## src/hw/rtl/mfm_track_format_stream_generator_macros.svh

```systemverilog
// Assertion helpers for the track format stream generator.
// Both sample on the rising edge of clk and stay quiet while rst_n is low.
`ifndef MFM_TRACK_FORMAT_STREAM_GENERATOR_MACROS_SVH
`define MFM_TRACK_FORMAT_STREAM_GENERATOR_MACROS_SVH

// Check that cons holds in the same cycle as ante.
`define MFMTFG_ASSERT_SAME(lbl, ante, cons) \
  lbl: assert property (@(posedge clk) disable iff (!rst_n) (ante) |-> (cons)) \
    else $error("mfmtfg assertion failed");

// Check that cons holds in the cycle after ante.
`define MFMTFG_ASSERT_NEXT(lbl, ante, cons) \
  lbl: assert property (@(posedge clk) disable iff (!rst_n) (ante) |=> (cons)) \
    else $error("mfmtfg assertion failed");

`endif

```

## src/hw/rtl/mfmtfg_pkg.sv

```systemverilog
`default_nettype none
package mfmtfg_pkg;

  localparam int TRACK_LEN_BITS_DEF = 16;
  localparam int CFG_AW             = 3;
  localparam int QDEPTH             = 2;
  localparam int WANT_W             = 11;

  localparam logic [15:0] TRACK_LEN_RST = 16'd10416;

  // Register indexes, taken from paddr[2]
  localparam logic REG_GAP_LEVEL = 1'b0;
  localparam logic REG_TRACK_LEN = 1'b1;

  // Stream bytes
  localparam logic [7:0] BYTE_SYNC = 8'h00;
  localparam logic [7:0] BYTE_MCLK = 8'hF5;
  localparam logic [7:0] BYTE_IDAM = 8'hFE;
  localparam logic [7:0] BYTE_DAM  = 8'hFB;
  localparam logic [7:0] BYTE_CRC  = 8'hF7;
  localparam logic [7:0] BYTE_GAP  = 8'h4E;
  localparam logic [7:0] BYTE_FILL = 8'hE5;

  // Room needed before the ID mark and before the data mark
  localparam int ID_ROOM   = 9;
  localparam int DATA_ROOM = 4;

  typedef struct packed {
    logic       is_finish;
    logic [7:0] cylinder;
    logic [7:0] head;
    logic [7:0] record;
    logic [7:0] size_code;
    logic       no_data;
  } mfmtfg_item_t;

  // Level three behaves as level two.
  function automatic logic [1:0] eff_level(input logic [1:0] lvl);
    eff_level = (lvl == 2'd3) ? 2'd2 : lvl;
  endfunction

  function automatic logic [WANT_W-1:0] pregap_len(input logic [1:0] lvl);
    case (lvl)
      2'd0:    pregap_len = WANT_W'(32);
      2'd1:    pregap_len = WANT_W'(24);
      default: pregap_len = WANT_W'(20);
    endcase
  endfunction

  function automatic logic [WANT_W-1:0] sync_len(input logic [1:0] lvl);
    case (lvl)
      2'd0:    sync_len = WANT_W'(12);
      2'd1:    sync_len = WANT_W'(10);
      default: sync_len = WANT_W'(9);
    endcase
  endfunction

  function automatic logic [WANT_W-1:0] gap2_len(input logic [1:0] lvl);
    case (lvl)
      2'd0:    gap2_len = WANT_W'(8'h16);
      2'd1:    gap2_len = WANT_W'(8'h10);
      default: gap2_len = WANT_W'(8'h0C);
    endcase
  endfunction

  function automatic logic [WANT_W-1:0] gap3_len(input logic [1:0] lvl);
    case (lvl)
      2'd0:    gap3_len = WANT_W'(8'h36);
      2'd1:    gap3_len = WANT_W'(8'h30);
      default: gap3_len = WANT_W'(8'h26);
    endcase
  endfunction

endpackage
`default_nettype wire

```

## src/hw/rtl/mfmtfg_front.sv

```systemverilog
`default_nettype none
module mfmtfg_front (
  input  logic                     clk,
  input  logic                     rst_n,
  input  logic                     in_valid,
  output logic                     in_ready,
  input  logic                     in_command,
  input  logic [7:0]               in_cylinder,
  input  logic [7:0]               in_head,
  input  logic [7:0]               in_record,
  input  logic [7:0]               in_size_code,
  input  logic                     in_no_data,
  output logic                     q_valid,
  input  logic                     q_ready,
  output mfmtfg_pkg::mfmtfg_item_t q_item
);
  import mfmtfg_pkg::*;

  localparam int PTR_W = (QDEPTH > 1) ? $clog2(QDEPTH) : 1;
  localparam int CNT_W = $clog2(QDEPTH + 1);

  mfmtfg_item_t             mem_r [QDEPTH];
  mfmtfg_item_t             item_in;
  logic [PTR_W-1:0]         wr_ptr_r, rd_ptr_r;
  logic [CNT_W-1:0]         cnt_r;
  logic                     push, pop;

  // Classify the item on the way in
  assign item_in = '{is_finish: in_command, cylinder: in_cylinder, head: in_head,
                     record: in_record, size_code: in_size_code, no_data: in_no_data};

  assign in_ready = (cnt_r != CNT_W'(QDEPTH));
  assign q_valid  = (cnt_r != '0);
  assign q_item   = mem_r[rd_ptr_r];
  assign push     = in_valid && in_ready;
  assign pop      = q_valid && q_ready;

  always_ff @(posedge clk) begin
    if (push) begin
      mem_r[wr_ptr_r] <= item_in;
    end
  end

  always_ff @(posedge clk) begin
    if (!rst_n) begin
      wr_ptr_r <= '0;
      rd_ptr_r <= '0;
      cnt_r    <= '0;
    end else begin
      if (push) begin
        wr_ptr_r <= (wr_ptr_r == PTR_W'(QDEPTH - 1)) ? '0 : wr_ptr_r + 1'b1;
      end
      if (pop) begin
        rd_ptr_r <= (rd_ptr_r == PTR_W'(QDEPTH - 1)) ? '0 : rd_ptr_r + 1'b1;
      end
      if (push && !pop) begin
        cnt_r <= cnt_r + 1'b1;
      end else if (pop && !push) begin
        cnt_r <= cnt_r - 1'b1;
      end
    end
  end
endmodule
`default_nettype wire

```

## src/hw/rtl/mfmtfg_back.sv

```systemverilog
`default_nettype none
module mfmtfg_back #(
  parameter int TRACK_LEN_BITS = mfmtfg_pkg::TRACK_LEN_BITS_DEF
) (
  input  logic                     clk,
  input  logic                     rst_n,
  input  logic [1:0]               gap_level,
  input  logic [15:0]              track_length,
  input  logic                     q_valid,
  output logic                     q_ready,
  input  mfmtfg_pkg::mfmtfg_item_t q_item,
  output logic                     out_valid,
  input  logic                     out_ready,
  output logic [7:0]               out_fill_byte,
  output logic [15:0]              out_run_length,
  output logic                     out_last_of_track,
  output logic                     out_overflow
);
  import mfmtfg_pkg::*;

  localparam int PW = TRACK_LEN_BITS;
  localparam int EW = (PW > 16) ? PW : 16;

  // Sequencer steps, one run each
  localparam logic [3:0] ST_PREGAP = 4'd0;
  localparam logic [3:0] ST_SYNC   = 4'd1;
  localparam logic [3:0] ST_MCLK1  = 4'd2;
  localparam logic [3:0] ST_IDAM   = 4'd3;
  localparam logic [3:0] ST_CYL    = 4'd4;
  localparam logic [3:0] ST_HEAD   = 4'd5;
  localparam logic [3:0] ST_REC    = 4'd6;
  localparam logic [3:0] ST_SIZE   = 4'd7;
  localparam logic [3:0] ST_CRC1   = 4'd8;
  localparam logic [3:0] ST_GAP2   = 4'd9;
  localparam logic [3:0] ST_MCLK2  = 4'd10;
  localparam logic [3:0] ST_DAM    = 4'd11;
  localparam logic [3:0] ST_FILL   = 4'd12;
  localparam logic [3:0] ST_CRC2   = 4'd13;
  localparam logic [3:0] ST_GAP3   = 4'd14;

  mfmtfg_item_t      item_r;
  logic              busy_r;
  logic [3:0]        step_r;
  logic [PW-1:0]     pos_r;
  logic              pregap_done_r, ovf_r;
  logic              out_valid_r, out_last_r, out_ovf_r;
  logic [7:0]        out_byte_r;
  logic [15:0]       out_len_r;

  logic [1:0]        lvl;
  logic [EW-1:0]     tl_ext, cap_ext;
  logic [PW-1:0]     eff_len, room, len;
  logic [WANT_W-1:0] want;
  logic [7:0]        run_byte;
  logic              emit_en, done, set_ovf, set_pregap, finish;
  logic              adv, fire, load;

  assign lvl     = eff_level(gap_level);
  assign tl_ext  = EW'(track_length);
  assign cap_ext = EW'({PW{1'b1}});
  assign eff_len = (tl_ext < cap_ext) ? PW'(tl_ext) : PW'(cap_ext);
  assign room    = (eff_len > pos_r) ? eff_len - pos_r : '0;

  always_comb begin
    emit_en    = 1'b0;
    run_byte   = BYTE_GAP;
    want       = '0;
    done       = 1'b0;
    set_ovf    = 1'b0;
    set_pregap = 1'b0;
    finish     = 1'b0;
    case (step_r)
      ST_PREGAP: begin
        if (item_r.is_finish) begin
          finish = 1'b1;
          done   = 1'b1;
        end else begin
          emit_en    = !pregap_done_r;
          want       = pregap_len(lvl);
          set_pregap = 1'b1;
        end
      end
      ST_SYNC: begin
        if (ovf_r || (room == '0)) begin
          done = 1'b1;
        end else begin
          emit_en  = 1'b1;
          run_byte = BYTE_SYNC;
          want     = sync_len(lvl);
        end
      end
      ST_MCLK1: begin
        if (room < PW'(ID_ROOM)) begin
          set_ovf = 1'b1;
          done    = 1'b1;
        end else begin
          emit_en  = 1'b1;
          run_byte = BYTE_MCLK;
          want     = WANT_W'(3);
        end
      end
      ST_IDAM: begin
        emit_en  = 1'b1;
        run_byte = BYTE_IDAM;
        want     = WANT_W'(1);
      end
      ST_CYL: begin
        emit_en  = 1'b1;
        run_byte = item_r.cylinder;
        want     = WANT_W'(1);
      end
      ST_HEAD: begin
        emit_en  = 1'b1;
        run_byte = item_r.head;
        want     = WANT_W'(1);
      end
      ST_REC: begin
        emit_en  = 1'b1;
        run_byte = item_r.record;
        want     = WANT_W'(1);
      end
      ST_SIZE: begin
        emit_en  = 1'b1;
        run_byte = item_r.size_code;
        want     = WANT_W'(1);
      end
      ST_CRC1, ST_CRC2: begin
        emit_en  = 1'b1;
        run_byte = BYTE_CRC;
        want     = WANT_W'(1);
        done     = (step_r == ST_CRC2) ? 1'b0 : 1'b0;
      end
      ST_GAP2: begin
        emit_en  = 1'b1;
        want     = gap2_len(lvl);
        done     = item_r.no_data;
      end
      ST_MCLK2: begin
        if (room < PW'(DATA_ROOM)) begin
          set_ovf = 1'b1;
          done    = 1'b1;
        end else begin
          emit_en  = 1'b1;
          run_byte = BYTE_MCLK;
          want     = WANT_W'(3);
        end
      end
      ST_DAM: begin
        emit_en  = 1'b1;
        run_byte = BYTE_DAM;
        want     = WANT_W'(1);
      end
      ST_FILL: begin
        emit_en  = 1'b1;
        run_byte = BYTE_FILL;
        want     = WANT_W'(128) << item_r.size_code[1:0];
      end
      ST_GAP3: begin
        emit_en  = 1'b1;
        want     = gap3_len(lvl);
        done     = 1'b1;
      end
      default: begin
        done = 1'b1;
      end
    endcase
  end

  assign len     = (PW'(want) < room) ? PW'(want) : room;
  assign adv     = busy_r && (!out_valid_r || out_ready);
  assign fire    = adv && (finish || (emit_en && (len != '0)));
  assign q_ready = !busy_r || (adv && done);
  assign load    = q_valid && q_ready;

  always_ff @(posedge clk) begin
    if (load) begin
      item_r <= q_item;
    end
    if (fire) begin
      out_byte_r <= run_byte;
      out_len_r  <= finish ? 16'(room) : 16'(len);
      out_last_r <= finish;
      out_ovf_r  <= finish && ovf_r;
    end
  end

  always_ff @(posedge clk) begin
    if (!rst_n) begin
      busy_r        <= 1'b0;
      step_r        <= ST_PREGAP;
      pos_r         <= '0;
      pregap_done_r <= 1'b0;
      ovf_r         <= 1'b0;
      out_valid_r   <= 1'b0;
    end else begin
      if (adv) begin
        step_r <= done ? ST_PREGAP : step_r + 4'd1;
        if (finish) begin
          pos_r         <= '0;
          pregap_done_r <= 1'b0;
          ovf_r         <= 1'b0;
        end else begin
          if (fire) begin
            pos_r <= pos_r + len;
          end
          if (set_pregap) begin
            pregap_done_r <= 1'b1;
          end
          if (set_ovf) begin
            ovf_r <= 1'b1;
          end
        end
      end
      if (load) begin
        busy_r <= 1'b1;
      end else if (adv && done) begin
        busy_r <= 1'b0;
      end
      if (fire) begin
        out_valid_r <= 1'b1;
      end else if (out_ready) begin
        out_valid_r <= 1'b0;
      end
    end
  end

  assign out_valid         = out_valid_r;
  assign out_fill_byte     = out_byte_r;
  assign out_run_length    = out_len_r;
  assign out_last_of_track = out_last_r;
  assign out_overflow      = out_ovf_r;
endmodule
`default_nettype wire

```

## src/hw/rtl/mfm_track_format_stream_generator.sv

```systemverilog
// Track format stream generator: turns a list of sector address marks into
// the run-length byte stream for a write-track command.
// Input channel (in_*): one item per sector ID (command 0) or a finish item
//   (command 1). A two-entry queue takes items while the back end still runs.
// Result channel (out_*): one (fill_byte, run_length) run per transfer; mark
//   items give up to fifteen runs, a finish item exactly one run with
//   last_of_track set and the overflow status of the whole track.
// Timing: the run sequencer walks one step a cycle while the result reg is
//   free; a mark item walks its steps in order (fewer with no data field or
//   on a missing room check; a finish item only its first); runs clipped to
//   zero still use a step. A first run passes item_r, then the result reg.
// Stall: a held result register stops the sequencer; the queue keeps
//   accepting until both entries are full, then in_ready drops.
// Reset (rst_n low, synchronous): queue empty, write position zero, pre-gap
//   pending, no overflow, gap_level 0, track_length 10416.
// Config (cfg_*): APB write at 0x0 gap_level, 0x4 track_length; write only
//   while no item is in flight.
`default_nettype none
`include "mfm_track_format_stream_generator_macros.svh"
module mfm_track_format_stream_generator #(
  parameter int TRACK_LEN_BITS = mfmtfg_pkg::TRACK_LEN_BITS_DEF
) (
  input  logic                          clk,
  input  logic                          rst_n,
  input  logic                          cfg_psel,
  input  logic                          cfg_penable,
  input  logic                          cfg_pwrite,
  input  logic [mfmtfg_pkg::CFG_AW-1:0] cfg_paddr,
  input  logic [31:0]                   cfg_pwdata,
  output logic [31:0]                   cfg_prdata,
  output logic                          cfg_pready,
  input  logic                          in_valid,
  output logic                          in_ready,
  input  logic                          in_command,
  input  logic [7:0]                    in_cylinder,
  input  logic [7:0]                    in_head,
  input  logic [7:0]                    in_record,
  input  logic [7:0]                    in_size_code,
  input  logic                          in_no_data,
  output logic                          out_valid,
  input  logic                          out_ready,
  output logic [7:0]                    out_fill_byte,
  output logic [15:0]                   out_run_length,
  output logic                          out_last_of_track,
  output logic                          out_overflow
);
  import mfmtfg_pkg::*;

  logic [1:0]   gap_level_r;
  logic [15:0]  track_len_r;
  logic         cfg_wr;
  logic         q_valid, q_ready;
  mfmtfg_item_t q_item;

  // Write on the access phase; no wait states
  assign cfg_pready = 1'b1;
  assign cfg_wr     = cfg_psel && cfg_penable && cfg_pwrite;

  always_ff @(posedge clk) begin
    if (!rst_n) begin
      gap_level_r <= 2'd0;
      track_len_r <= TRACK_LEN_RST;
    end else if (cfg_wr) begin
      case (cfg_paddr[2])
        REG_GAP_LEVEL: gap_level_r <= cfg_pwdata[1:0];
        REG_TRACK_LEN: track_len_r <= cfg_pwdata[15:0];
        default:       gap_level_r <= gap_level_r;
      endcase
    end
  end

  always_comb begin
    case (cfg_paddr[2])
      REG_GAP_LEVEL: cfg_prdata = {30'd0, gap_level_r};
      REG_TRACK_LEN: cfg_prdata = {16'd0, track_len_r};
      default:       cfg_prdata = '0;
    endcase
  end

  // Front: accept and classify items into the queue
  mfmtfg_front u_front (
    .clk          (clk),
    .rst_n        (rst_n),
    .in_valid     (in_valid),
    .in_ready     (in_ready),
    .in_command   (in_command),
    .in_cylinder  (in_cylinder),
    .in_head      (in_head),
    .in_record    (in_record),
    .in_size_code (in_size_code),
    .in_no_data   (in_no_data),
    .q_valid      (q_valid),
    .q_ready      (q_ready),
    .q_item       (q_item)
  );

  // Back: step through the runs of each item and hold the result register
  mfmtfg_back #(
    .TRACK_LEN_BITS (TRACK_LEN_BITS)
  ) u_back (
    .clk               (clk),
    .rst_n             (rst_n),
    .gap_level         (gap_level_r),
    .track_length      (track_len_r),
    .q_valid           (q_valid),
    .q_ready           (q_ready),
    .q_item            (q_item),
    .out_valid         (out_valid),
    .out_ready         (out_ready),
    .out_fill_byte     (out_fill_byte),
    .out_run_length    (out_run_length),
    .out_last_of_track (out_last_of_track),
    .out_overflow      (out_overflow)
  );

  // Overflow is reported only on the closing run of a track
  `MFMTFG_ASSERT_SAME(a_ovf_on_last, out_valid && out_overflow, out_last_of_track)
  // Runs of mark items are never empty
  `MFMTFG_ASSERT_SAME(a_mark_run_nonzero, out_valid && !out_last_of_track,
                      out_run_length != 16'd0)
  // A full queue always offers an item to the back end
  `MFMTFG_ASSERT_SAME(a_full_queue_valid, !in_ready, q_valid)
  // The closing run carries the gap byte
  `MFMTFG_ASSERT_SAME(a_last_is_gap, out_valid && out_last_of_track,
                      out_fill_byte == BYTE_GAP)
endmodule
`default_nettype wire

```

## config.mk

```make
export PLATFORM = sky130hd
export DESIGN_NAME = mfm_track_format_stream_generator
export DESIGN_NICKNAME = d
export VERILOG_FILES = /design/src/hw/rtl/mfmtfg_pkg.sv /design/src/hw/rtl/mfmtfg_front.sv /design/src/hw/rtl/mfmtfg_back.sv /design/src/hw/rtl/mfm_track_format_stream_generator.sv
export VERILOG_INCLUDE_DIRS = /design/src /design/src/hw/rtl
export SDC_FILE = /design/constraint.sdc
export NUM_CORES = 1
export LEC_CHECK = 0
export ABC_AREA = 0
export BUFFER_PORTS_ARGS = -buffer_cell sky130_fd_sc_hd__buf_2
export CAP_MARGIN = 10
export CORE_UTILIZATION = 50
export DETAILED_ROUTE_END_ITERATION = 10
export PLACE_DENSITY = 0.71
export SLEW_MARGIN = 10
export SYNTH_ARGS = -nofsm -noshare
export SYNTH_HDL_FRONTEND = slang
export SYNTH_SLANG_ARGS = --single-unit
export TNS_END_PERCENT = 1
```

## constraint.sdc

```tcl
create_clock -name clk -period 8.6 [get_ports clk]
set_clock_uncertainty 0.15 [all_clocks]
set_input_delay 0.43 -clock clk [delete_from_list [all_inputs] [get_ports clk]]
set_output_delay 0.43 -clock clk [all_outputs]
set_load 0.02 [all_outputs]
```

* Word level (Yosys, flattened, before mapping)
Memories as Yosys holds them, arrays and structs flattened. A register that Yosys moved wholly into a read port is not among the register bits.
Cells that the tools add are included.
** Cells by class
- Bitwise gates (word level) :: 1
- Add/subtract/negate cells :: 7
- Reduce and logical (&&, ||, !) cells :: 40
- Magnitude comparators :: 5
- Eq/ne operators :: 17
- Muxes and demuxes :: 50
- Shift operators :: 1
** Operator list (count)
- 16-bit two-way mux :: 6
- 11-bit case mux with 8 select lines :: 1
- 8-bit case mux with 11 select lines :: 1
- 32-bit case mux with 2 select lines :: 1
- 4-bit equality test (second input constant) :: 7
- 1-bit two-way mux :: 23
- 11-bit two-way mux :: 2
- 5-bit case mux with 2 select lines :: 2
- 16-bit adder :: 1
- 4-bit by 3-bit equality test with 1-bit output (second input constant) :: 4
- 16-bit greater-than comparator :: 1
- 16-bit logical NOT :: 1
- 11-bit by 16-bit less-than comparator with 1-bit output :: 1
- 16-bit less-than comparator (second input constant) :: 1
- 16-bit by 3-bit less-than comparator with 1-bit output (second input constant) :: 1
- 16-bit by 4-bit less-than comparator with 1-bit output (second input constant) :: 1
- 8-bit two-way mux :: 2
- 16-bit nonzero test :: 1
- 16-bit subtractor :: 1
- 2-bit nonzero test :: 7
- 6-bit case mux with 2 select lines :: 1
- 1-bit logical AND :: 11
- 11-bit OR reduction :: 1
- 8-bit by 2-bit left shift with 11-bit output (first input constant) :: 1
- other kinds (25) :: 42
** Word-level totals
- Bits of input ports :: 76
- RAM bits :: 68
- Memories :: 1
- Output and inout port bits :: 61
- Flip-flop bits (word level) :: 72
** Memories
- u_front.mem_r :: depth 2, bits a word 34, read ports 1, clocked after Yosys merged registers in 1, wr ports 1, RTL line mfmtfg_front.sv:22 : mfmtfg_item_t mem_r [QDEPTH];

* Logic depth before layout (Yosys ltp)
Gate-level depths: netlist of the first run.
- Depth in word-level cells :: 16
- Depth in mapped cells :: 38

* Hierarchy
From an unflattened synthesis of the first run, not the netlist that was laid out.
** Unflattened totals
- Cells, all modules :: 900
- Area, all modules :: 9825.7 um2
** By module, submodules not included
- mfmtfg_back :: sequential area each 2282.2 um2, area an instance 6125.9 um2, cells each 657, instances 1
- mfmtfg_front :: sequential area each 2142.1 um2, area an instance 2692.6 um2, cells each 130, instances 1
- mfm_track_format_stream_generator :: sequential area each 360.3 um2, area an instance 1007.2 um2, cells each 113, instances 1

* Least setup slack after synthesis of the first run
Ideal clock, no wire load.
- Path type :: flip-flop to flip-flop
- Start point :: register u_back.pos_r[0]
- End point :: register u_back.pos_r[14]
- Path buffers :: 2
- Data required time :: 8309 ps
- Stages on the path, launching flop included :: 36
- Data arrival time :: 7090 ps
- Setup slack :: 1219 ps
- Cell sequence :: dfxtp_1 -> ha_1 -> inv_1 -> fa_1 -> a21o_1 -> a221oi_4 -> o21ai_2 -> a2111oi_0 -> o21a_1 -> nand3_4 -> o21ba_1 -> o311a_1 -> ha_1 -> a21o_1 -> a21oi_1 -> o21ai_0 -> o21a_1 -> o21ai_0 -> a21oi_1 -> a21oi_1 -> a31o_2 -> clkbuf_1 -> clkbuf_1 -> a21o_1 -> ha_1 -> a21oi_1 -> a21o_1 -> a21oi_1 -> o21ai_0 -> a21oi_1 -> o21ai_0 -> a21boi_0 -> o31a_1 -> o21a_1 -> o311ai_0 -> mux2i_1
** Between the ends
- Cells in the longest elaborated chain, start to end :: 14
- Elaborated cells between the ends (all ways) :: 26
- Those cells by class :: add/sub (2); order compare (4); mux (12); reduce/logical (8)
** RTL lines
- start: declaration :: RTL line mfmtfg_back.sv:44 : logic [PW-1:0] pos_r;
- start signal: assignment :: RTL line mfmtfg_back.sv:204 : pos_r <= pos_r + len;
- branches (longest 14 deep; another with 16-bit subtractor)
Parallel ways; which one is timed is not known. The select of a mux whose other input is x is not followed.
A chain may end at the register's enable or synchronous reset.

* Worst setup path in the final report of the first run
- Start point :: register track_len_r[0]
- End point :: register u_back.pos_r[14]
** Between the ends
- Cells in the longest elaborated chain, start to end :: 16
- Elaborated cells between the ends (all ways) :: 28
- Those cells by class :: add/sub (2); order compare (5); mux (13); reduce/logical (8)
** RTL lines
- start: declaration :: RTL line mfm_track_format_stream_generator.sv:50 : logic [15:0] track_len_r;
- start signal: assignment :: RTL line mfm_track_format_stream_generator.sv:66 : REG_TRACK_LEN: track_len_r <= cfg_pwdata[15:0];
- 16-bit less-than comparator :: RTL line mfmtfg_back.sv:61 : assign eff_len = (tl_ext < cap_ext) ? PW'(tl_ext) : PW'(cap_ext);
- 16-bit two-way mux (*) :: RTL line mfmtfg_back.sv:61
- 16-bit subtractor / 16-bit greater-than comparator (equally long branches) :: RTL line mfmtfg_back.sv:62 : assign room = (eff_len > pos_r) ? eff_len - pos_r : '0;
- 16-bit two-way mux (*) :: RTL line mfmtfg_back.sv:62
- branches (longest 12 deep; another with 16-bit by 3-bit less-than comparator with 1-bit output)
Mark *: on every way between the ends. The select of a mux whose other input is x is not followed.

==> results of run 1 <==
layout make-up:
class                   instances  area, sq um  area share [%]
well taps                     234          293            2.71
clock buffers                  17          425            3.94
repair buffers                111          581            5.37
multi-input cells             661         4440            41.0
inverters                      38          143            1.32
flip-flops and latches        174         4760            44.1
clock inverters                15          169            1.56
routing by layer:
| metal | vias to the layer above | wire, microns |
|---|---|---|
| met2 | 248 | 10800 |
| met5 | - | 0 |
| met1 | 3446 | 8910 |
| li1 | 3509 | - |
| met3 | 53 | 1150 |
| met4 | 0 | 767 |
state kept, by name (all words and copies together), names as in the netlist, 2 cells and up:
signal and flops:
gap_level_r 2, track_len_r 16, u_back.item_r 34, u_back.out_fill_byte 8, u_back.out_run_length 16, u_back.pos_r 16
u_back.step_r 4, u_front.cnt_r 2, u_front.mem_r 68
timing repair:
item,4_1_cts,5_1_grt
resized for setup,0,8
endpoints found under the setup margin,0,6
setup buffers,0,2
endpoints found under the hold margin,0,0
kinds of logic (layout without fill, tap and decap cells):
family                   Yosys count  count (layout)  share of synthesized area (%)
other                              2              21                         0.0784
multiplexers                      45              45                           5.20
AO/OA/AOI/OAI                    225             226                           15.8
adder cells (fa/ha/maj)           49              49                           6.56
flip-flops                       174             174                           49.8
XOR/XNOR                          27              27                           2.47
AND/OR/NAND/NOR                  293             293                           15.0
buffers and inverters            111             181                           5.15
power by group through the flow:
stage / clock network [mW] / registers [mW] / logic, mW
2_1_floorplan: 0 / 1.33 / 0.728
3_3_place_gp: 0 / 1.28 / 1.07
3_5_place_dp: 0 / 1.28 / 1.08
4_1_cts: 0.772 / 1.27 / 1.09
5_1_grt: 0.799 / 1.28 / 1.20
6_report: 0.759 / 1.26 / 1.10
worst register-to-register path, delay by kind of cell, from the launching register on:
kind,cells,cell delay (ps)
adders and majority gates,4,1260
DFF,1,320
buffers and inverters,2,140
xor gates and xnor gates,1,250
and+or+nand+nor,2,720
muxes,1,140
AOI/OAI and AO/OA,24,5010
through the flow:
step | power (mW) | worst slack (ps) | instances
finish | 3.12 | 494 | 1250
global route | 3.28 | -64.0 | 1250
CTS | 3.13 | 252 | 1247
detailed placement | 2.36 | 300 | 1215
global placement | 2.34 | 527 | 1215
floorplan | 2.06 | 1220 | 945
cells in the final DEF, fill, tap and decap left out, types with 11 or more instances in the layout:
master	n
nor3_1	13
nand2_1	109
nand3_1	17
nand4_1	16
buf_2	101
edfxtp_1	128
clkbuf_16	17
xor2_1	15
conb_1	21
a21o_1	18
a21oi_1	56
xnor2_1	11
ha_1	47
o21ai_0	50
dfxtp_1	46
nand2b_1	13
mux2_2	36
inv_1	38
nor2_1	56
and2_1	21
how the worst min path moves through the flow:
stage	start	endpoint	slack, ps	cells past startpoint
3_5_place_dp	track_len_r[0]$_SDFFE_PN0P_	track_len_r[0]$_SDFFE_PN0P_	320	2
4_1_cts	in_head[0]	u_front.mem_r[1][17]$_DFFE_PP_	10	1
5_1_grt	in_record[0]	u_front.mem_r[0][9]$_DFFE_PP_	10	1
3_3_place_gp	track_len_r[0]$_SDFFE_PN0P_	track_len_r[0]$_SDFFE_PN0P_	310	2
2_1_floorplan	track_len_r[10]$_SDFFE_PN0P_	track_len_r[10]$_SDFFE_PN0P_	290	2
6_report	in_cylinder[3]	u_front.mem_r[0][28]$_DFFE_PP_	30	1
==> flow_metrics.env, run 1 <==
export IMPL_coreArea_sq_mm=0.0188
export IMPL_ant_nets=0
export IMPL_status="finished, final reports clean"
export IMPL_setup_tns_final_ps=0
export IMPL_clockRootBuffer="clkbuf_16"
export IMPL_cts_buffers=17
export IMPL_met2_usage_pct=39.2
export IMPL_grt_pass1_vias=6879
export IMPL_powerDensity_mw_per_mm2=289
export IMPL_swShare_pct=37.4
export IMPL_design_die_area_sq_mm=0.0197
export IMPL_cts_max_path_buffers=2
export IMPL_drc=0
export IMPL_endpoint="u_back.pos_r[14]$_SDFFE_PN0P_"
export IMPL_port_buffers=101
export IMPL_start_util_pct=51.0
export IMPL_crit_path_frequent_cell="a21oi_1"
export IMPL_dieWidth_microns=140
export IMPL_hold_buffers=0
export IMPL_clk_pin_slew_ps=80
export IMPL_yosysTopAreaCell="edfxtp_1"
export IMPL_rows=50
export IMPL_critPathRequiredTime_ps=8760
export IMPL_synth_area_leaders="edfxtp_1, dfxtp_1, ha_1"
export IMPL_pwr_share_comb_pct=35.1
export IMPL_drt_pass1_iterations=5
export IMPL_grt_use_total_pct=22.2
export IMPL_power_leakage_nw=4.26
export IMPL_slowest_delay_ps=470
export IMPL_antenna_cells=0
export IMPL_grt_ovfl_total=0
export IMPL_htree_levels=4
export IMPL_final_util_pct=57.6
export IMPL_crit_arrival_ps=8260
export IMPL_cts_sink_count=174
export IMPL_drv_slew=0
export IMPL_synth_edf_count=128
export IMPL_yosysWarnings=0
export IMPL_worstMarginPinSlew_ps=728
export IMPL_r2r_cells=34
export IMPL_crit_cells=34
export IMPL_fillerInstances=1649
export IMPL_worstPathMaxFanout=6
export IMPL_synthCells=926
export IMPL_clock_fmax_mhz=123
export IMPL_synth_most_common_cell="edfxtp_1"
export IMPL_cap_viol_max_count=0
export IMPL_crit_buf_inv=2
export IMPL_busiest_layer="met2"
export IMPL_grt_pass1_wl_microns=34000
export IMPL_path_class="flip-flop to flip-flop"
export IMPL_max_slew_margin_pct=51.5
export IMPL_finalSetupViolations=0
export IMPL_synth_common_cells="edfxtp_1, nand2_1, a21oi_1, nor2_1, o21ai_0"
export IMPL_async_flop_share_pct=0
export IMPL_drtIter0Drc=561
export IMPL_fin_hold_ws_ps=25.8
export IMPL_use_met3_pct=4.65
export IMPL_ios=137
export IMPL_start_kind="flip-flop"
export IMPL_cts_tree="built"
export IMPL_grt_max_degree=36
export IMPL_finalHoldViolations=0
export IMPL_finalNetCount=1128
export IMPL_synthFlopType="edfxtp_1"
export IMPL_final_area_sq_mm=0.0108
export IMPL_r2r_end="u_back.pos_r[14]$_SDFFE_PN0P_"
export IMPL_wl_microns=21600
export IMPL_area_growth_pct=12.9
export IMPL_vdd_ir_drop_max_uv=236
export IMPL_routed_via_density=5.80
export IMPL_fin_crit_ps=8110
export IMPL_die_height_microns=140
export IMPL_min_path_type="input pin to flip-flop"
export IMPL_vias=7256
export IMPL_grtUsageMet1_pct=25.9
export IMPL_syn_area_per_cell_sq_um=10.3
export IMPL_ys_seq_area_share_pct=49.8
export IMPL_pwr_share_seq_pct=40.5
export IMPL_r2r_start="track_len_r[0]$_SDFFE_PN0P_"
export IMPL_placed_area_sq_mm=0.0102
export IMPL_power_switching_mw=1.17
export IMPL_ys_types=77
export IMPL_clkLatencyLatePin_ps=440
export IMPL_wire_per_inst_microns=17.3
export IMPL_syn_area_sq_mm=0.00958
export IMPL_antenna_found_initial=0
export IMPL_p_int_mw=1.95
export IMPL_crit_path_start="track_len_r[0]$_SDFFE_PN0P_"
export IMPL_cp_end_kind="flip-flop"
export IMPL_synth_top_area_share_pct=40.1
export IMPL_place_congestion=0.907
export IMPL_path_delay_family="compound AO/OA/AOI/OAI gates"
export IMPL_p_clk_share_pct=24.3
export IMPL_dp_hpwl_microns=15000
export IMPL_period_share_pct=94.3
export IMPL_layout_drive_gt1_share_pct=19.8
export IMPL_rrSetupSlack_ps=490
export IMPL_crit_path_top_delay_cell="fa_1"
export IMPL_synth_seq_cells=174
(Power assumes the default switching activity.)
==> inputs of run 2 (changes only) <==
CTS_CLUSTER_SIZE = 30   (was default)
PLACE_DENSITY = 0.75   (was 0.71)
==> flow_metrics.env, run 2 (same netlist as run 1, synthesis figures left out) <==
export IMPL_start_util_pct=51.0
export IMPL_cts_sink_count=174
export IMPL_slowest_delay_ps=460
export IMPL_grt_use_total_pct=22.0
export IMPL_fin_hold_ws_ps=29.7
export IMPL_power_mw=3.10
export IMPL_dp_hpwl_microns=15200
export IMPL_clock_fmax_mhz=125
export IMPL_clockRootBuffer="clkbuf_16"
export IMPL_grt_pass1_vias=6983
export IMPL_max_slew_margin_pct=51.9
export IMPL_min_path_cells=1
export IMPL_clk_pin_slew_ps=70
export IMPL_port_buffers=101
export IMPL_grt_ovfl_total=0
export IMPL_wl_met3_microns=943
export IMPL_die_height_microns=140
export IMPL_dieWidth_microns=140
export IMPL_fin_crit_ps=7990
export IMPL_ant_nets=0
export IMPL_fillerInstances=1601
export IMPL_routed_via_density=5.75
export IMPL_ios=137
export IMPL_hold_start="in_record[5]"
export IMPL_whs_endpoint="u_front.mem_r[0][14]$_DFFE_PP_"
export IMPL_vdd_ir_drop_max_uv=165
export IMPL_path_class="flip-flop to flip-flop"
export IMPL_coreArea_sq_mm=0.0188
export IMPL_start_kind="flip-flop"
export IMPL_final_util_pct=57.4
export IMPL_multi_input_area_sq_mm=0.00442
export IMPL_r2r_cells=35
export IMPL_reg_top3="u_front.mem_r (68), u_back.item_r (34)"
export IMPL_vias=7179
export IMPL_htree_levels=4
export IMPL_drv_slew=0
export IMPL_fin_cells=1249
export IMPL_mostFrequentLayoutCells="edfxtp_1, nand2_1, buf_2"
export IMPL_cap_viol_max_count=0
export IMPL_crit_arrival_ps=8190
export IMPL_rrSetupSlack_ps=610
export IMPL_clkLatencyLatePin_ps=440
export IMPL_drtIter0Drc=427
export IMPL_area_growth_pct=12.5
export IMPL_final_common_cell="edfxtp_1"
export IMPL_finalSetupViolations=0
export IMPL_wire_per_inst_microns=16.7
export IMPL_cts_setup_buffers=0
export IMPL_min_path_type="input pin to flip-flop"
export IMPL_worstPathMaxFanout=20
export IMPL_drc=0
export IMPL_period_share_pct=92.9
export IMPL_drt_pass1_iterations=4
export IMPL_crit_path_start="track_len_r[0]$_SDFFE_PN0P_"
export IMPL_worstMarginPinSlew_ps=722
export IMPL_critPathRequiredTime_ps=8800
export IMPL_grt_pass1_wl_microns=33600
export IMPL_powerDensity_mw_per_mm2=288
export IMPL_status="finished, final reports clean"
export IMPL_layout_drive_gt1_share_pct=19.6
export IMPL_r2r_start="track_len_r[0]$_SDFFE_PN0P_"
export IMPL_crit_path_frequent_cell="a21o_1"
export IMPL_design_die_area_sq_mm=0.0197
export IMPL_top_register="u_front.mem_r"
export IMPL_met1Wirelength_microns=8720
export IMPL_wl_met2_microns=10500
export IMPL_finalHoldViolations=0
export IMPL_dr_max_layer_used="met4"
export IMPL_hold_buffers=0
export IMPL_cts_max_path_buffers=2
export IMPL_seq_area_sq_mm=0.00476
export IMPL_power_leakage_nw=4.24
export IMPL_place_congestion=0.918
export IMPL_placed_cells=1217
export IMPL_crit_path_top_delay_cell="fa_1"
export IMPL_rows=50
export IMPL_largest_reg_flops=68
export IMPL_grt_max_degree=36
export IMPL_antenna_cells=0
export IMPL_cts_buffers=17
export IMPL_antenna_found_initial=0
export IMPL_finalNetCount=1127
export IMPL_r2r_end="u_back.pos_r[15]$_SDFFE_PN0P_"
export IMPL_wl_microns=20900
export IMPL_cts_tree="built"
export IMPL_cp_end_kind="flip-flop"
-- run 2: routing by layer --
layer / vias to the layer above / track usage [%]
li1: 3506 / -
met1: 3445 / 25.3
met2: 178 / 39.3
met3: 50 / 4.41
met4: 0 / 10.4
met5: - / 0
-- run 2: cell type report --
class | instances | area share (%)
Clock buffer | 17 | 3.95
Tap cell | 234 | 2.72
Timing Repair Buffer | 111 | 5.39
Sequential cell | 174 | 44.2
Clock inverter | 15 | 1.41
Multi-Input combinational cell | 660 | 41.0
Inverter | 38 | 1.32
-- run 2: how the worst max path moves through the flow --
| stage | slack [ps] | cells after the start | end |
|---|---|---|---|
| after floorplan | 1220 | 35 | u_back.pos_r[14]$_SDFFE_PN0P_ |
| after global placement | 510 | 35 | u_back.pos_r[15]$_SDFFE_PN0P_ |
| after detailed placement | 350 | 35 | u_back.pos_r[15]$_SDFFE_PN0P_ |
| after CTS | 280 | 35 | u_back.pos_r[15]$_SDFFE_PN0P_ |
| after global routing | -10 | 37 | u_back.pos_r[14]$_SDFFE_PN0P_ |
| final | 610 | 35 | u_back.pos_r[15]$_SDFFE_PN0P_ |
-- run 2: timing repair --
action	CTS	global route
resized for setup	0	7
endpoints found under the setup margin	0	4
endpoints found under the hold margin	0	0
-- run 2: metrics by stage --
step                cell area [sq um]  setup TNS [ps]  setup WS, ps
floorplan                        9650               0          1220
global placement                10200               0           512
detailed placement              10200               0           354
CTS                             10800               0           276
global route                    10800           -9.93         -9.93
finish                          10800               0           613
-- run 2: power by group --
group / total, mW / internal, mW / switching (mW)
sequential: 1.26 / 1.18 / 0.0790
combinational: 1.10 / 0.387 / 0.712
clock: 0.743 / 0.385 / 0.358
-- run 2: critical path: cells and delay by family (launching register included) --
family          cells  cell delay, ps
flops               1             320
buf+inv             2             150
fa+ha+maj           4            1280
simple gates        2             260
compound gates     26            5430
mux                 1             310
==> inputs of run 3 (changes only) <==
ABC_AREA = 1   (was 0)
==> flow_metrics.env, run 3 <==
export IMPL_grt_use_total_pct=22.3
export IMPL_synth_xor_area_share_pct=0.718
export IMPL_drt_pass1_iterations=5
export IMPL_period_share_pct=85.5
export IMPL_met2_usage_pct=34.8
export IMPL_pwr_share_comb_pct=46.0
export IMPL_fin_crit_ps=7360
export IMPL_clk_pin_slew_ps=70
export IMPL_wl_microns=21700
export IMPL_finalSetupViolations=0
export IMPL_dp_hpwl_microns=16200
export IMPL_pre_cts_ws_ps=1500
export IMPL_htree_levels=4
export IMPL_mostFrequentLayoutCells="nand2_1, inv_1, edfxtp_1"
export IMPL_hold_buffers=0
export IMPL_grt_max_degree=39
export IMPL_synth_compound_area_share_pct=7.40
export IMPL_coreArea_sq_mm=0.0189
export IMPL_setup_ws_ps=1240
export IMPL_ctsResizeCount=0
export IMPL_start_kind="flip-flop"
export IMPL_cts_tree="built"
export IMPL_synth_area_leaders="edfxtp_1, nand2_1, dfxtp_1"
export IMPL_layout_drive_gt1_share_pct=14.1
export IMPL_design_die_area_sq_mm=0.0201
export IMPL_worstMarginPinSlew_ps=1050
export IMPL_min_path_type="input pin to flip-flop"
export IMPL_busiest_layer="met2"
export IMPL_vias=7903
export IMPL_slowest_delay_ps=420
export IMPL_use_met3_pct=3.81
export IMPL_top_register="u_front.mem_r"
export IMPL_grtUsageMet1_pct=31.3
export IMPL_powerDensity_mw_per_mm2=353
export IMPL_final_common_cell="nand2_1"
export IMPL_synth_edf_count=128
export IMPL_synthMuxAreaShare_pct=0
export IMPL_final_util_pct=58.4
export IMPL_path_class="flip-flop to flip-flop"
export IMPL_pwr_share_seq_pct=33.5
export IMPL_drv_slew=0
export IMPL_area_growth_pct=13.1
export IMPL_ios=137
export IMPL_async_flop_share_pct=0
export IMPL_ys_types=49
export IMPL_clkLatencyLatePin_ps=430
export IMPL_antenna_found_initial=0
export IMPL_yosysTopAreaCell="edfxtp_1"
export IMPL_syn_area_per_cell_sq_um=8.21
export IMPL_vdd_ir_drop_max_uv=190
export IMPL_cts_max_path_buffers=2
export IMPL_die_height_microns=142
export IMPL_grt_pass1_vias=7085
export IMPL_reg_top3="u_front.mem_r (68), u_back.item_r (34)"
export IMPL_cts_buffers=17
export IMPL_routed_via_density=5.11
export IMPL_synth_top_area_share_pct=39.4
export IMPL_yosys_area_share_simple_pct=26.8
export IMPL_grt_ovfl_total=0
export IMPL_clockRootBuffer="clkbuf_16"
export IMPL_grt_pass1_wl_microns=34500
export IMPL_min_path_cells=1
export IMPL_power_leakage_nw=5.39
export IMPL_cts_sink_count=174
export IMPL_p_int_mw=2.22
export IMPL_place_congestion=0.940
export IMPL_largest_reg_flops=68
export IMPL_placed_cells=1515
export IMPL_finalHoldViolations=0
export IMPL_synth_most_common_cell="nand2_1"
export IMPL_setup_tns_final_ps=0
export IMPL_synthFlopType="edfxtp_1"
export IMPL_rows=50
export IMPL_synth_seq_cells=174
export IMPL_status="finished, final reports clean"
export IMPL_rsz0062_at_grt="false"
export IMPL_cts_setup_buffers=0
export IMPL_ys_seq_area_share_pct=48.8
export IMPL_yosysWarnings=0
export IMPL_cp_end_kind="flip-flop"
export IMPL_drtIter0Drc=615
export IMPL_cap_viol_max_count=0
export IMPL_drc=0
export IMPL_p_clk_share_pct=20.5
export IMPL_max_slew_margin_pct=29.7
export IMPL_clock_fmax_mhz=136
export IMPL_antenna_cells=0
export IMPL_port_buffers=101
export IMPL_ant_nets=0
export IMPL_crit_path_frequent_cell="nand2_1"
export IMPL_synthCells=1189
export IMPL_start_util_pct=51.7
export IMPL_crit_arrival_ps=7580
export IMPL_power_switching_mw=1.68
export IMPL_synthAdderAreaFrac_pct=6.44
export IMPL_syn_area_sq_mm=0.00976
export IMPL_swShare_pct=43.1
export IMPL_critPathRequiredTime_ps=8820
export IMPL_synth_common_cells="nand2_1, inv_1, edfxtp_1"
export IMPL_dieWidth_microns=142
export IMPL_crit_path_top_delay_cell="a21oi_4"
export IMPL_synth_top_family_by_area="simple AND/OR/NAND/NOR gates"
export IMPL_placed_area_sq_mm=0.0104
export IMPL_wire_per_inst_microns=14.0
export IMPL_fin_cells=1548
export IMPL_r2r_cells=58
export IMPL_final_area_sq_mm=0.0110
export IMPL_worstPathMaxFanout=17
export IMPL_finalNetCount=1400
-- run 3: cell types whose count changed in the layout (fill, tap and decap cells not counted), moves of 12 or more --
| cell | previous run | this run |
|---|---|---|
| mux2_2 | 36 | 0 |
| inv_1 | 38 | 161 |
| nand3_1 | 17 | 60 |
| nand2b_1 | 13 | 0 |
| a21o_1 | 18 | 0 |
| and2_1 | 21 | 3 |
| nand2_2 | 1 | 13 |
| nor2_1 | 56 | 123 |
| nand2_1 | 109 | 340 |
-- run 3: critical path: cells and delay by family (launching register included) --
family / cells / cell delay [ps]
AO/OA/AOI/OAI: 7 / 1160
adder cells (fa/ha/maj): 5 / 1310
buffers and inverters: 10 / 760
flip-flops: 1 / 310
AND/OR/NAND/NOR: 36 / 3570
-- run 3: power groups by stage --
stage,clock (mW),sequential [mW],combinational (mW)
after floorplan,0,1.38,1.28
after global placement,0,1.32,1.72
after detailed placement,0,1.33,1.75
after CTS,0.806,1.31,1.77
after global routing,0.837,1.33,2.02
final,0.797,1.31,1.79
-- run 3: path summary, 6_finish.rpt --
kind,from,slack (ps),endpoint
setup / recovery,track_len_r[0]$_SDFFE_PN0P_,1240,u_back.pos_r[14]$_SDFFE_PN0P_
hold / removal,in_head[3],30,u_front.mem_r[1][20]$_DFFE_PP_
setup reg to reg,track_len_r[0]$_SDFFE_PN0P_,1240,u_back.pos_r[14]$_SDFFE_PN0P_
hold reg to reg,track_len_r[13]$_SDFFE_PN1P_,350,track_len_r[13]$_SDFFE_PN1P_
-- run 3: through the flow --
| step | power (mW) | hold slack, ps |
|---|---|---|
| global placement | 3.04 | 325 |
| global route | 4.19 | 25.8 |
| finish | 3.90 | 31.6 |
| detailed placement | 3.08 | 331 |
| floorplan | 2.65 | 298 |
| CTS | 3.89 | 19.2 |
-- run 3: final cells by class --
cell class / count / area [sq um]
clock buffer: 17 / 425
clock inverter: 15 / 196
fill: 1699 / 7850
inverter: 168 / 631
multi-input combinational: 807 / 4130
sequential: 174 / 4760
tap: 260 / 325
timing repair buffer: 107 / 563
-- run 3: per-layer routing --
| metal | vias to the layer above | share of wire (%) |
|---|---|---|
| li1 | 3991 | - |
| met1 | 3615 | 46 |
| met2 | 263 | 45 |
| met3 | 34 | 6.6 |
| met4 | 0 | 2.1 |
| met5 | - | 0 |
-- run 3: cells by family (layout without fill, tap and decap cells) --
| group | after synthesis | after routing |
|---|---|---|
| AOI/OAI and AO/OA | 121 | 121 |
| xor gates and xnor gates | 8 | 8 |
| adders and majority gates | 49 | 49 |
| buffers and inverters | 227 | 307 |
| DFF | 174 | 174 |
| other | 2 | 21 |
| and+or+nand+nor | 608 | 608 |
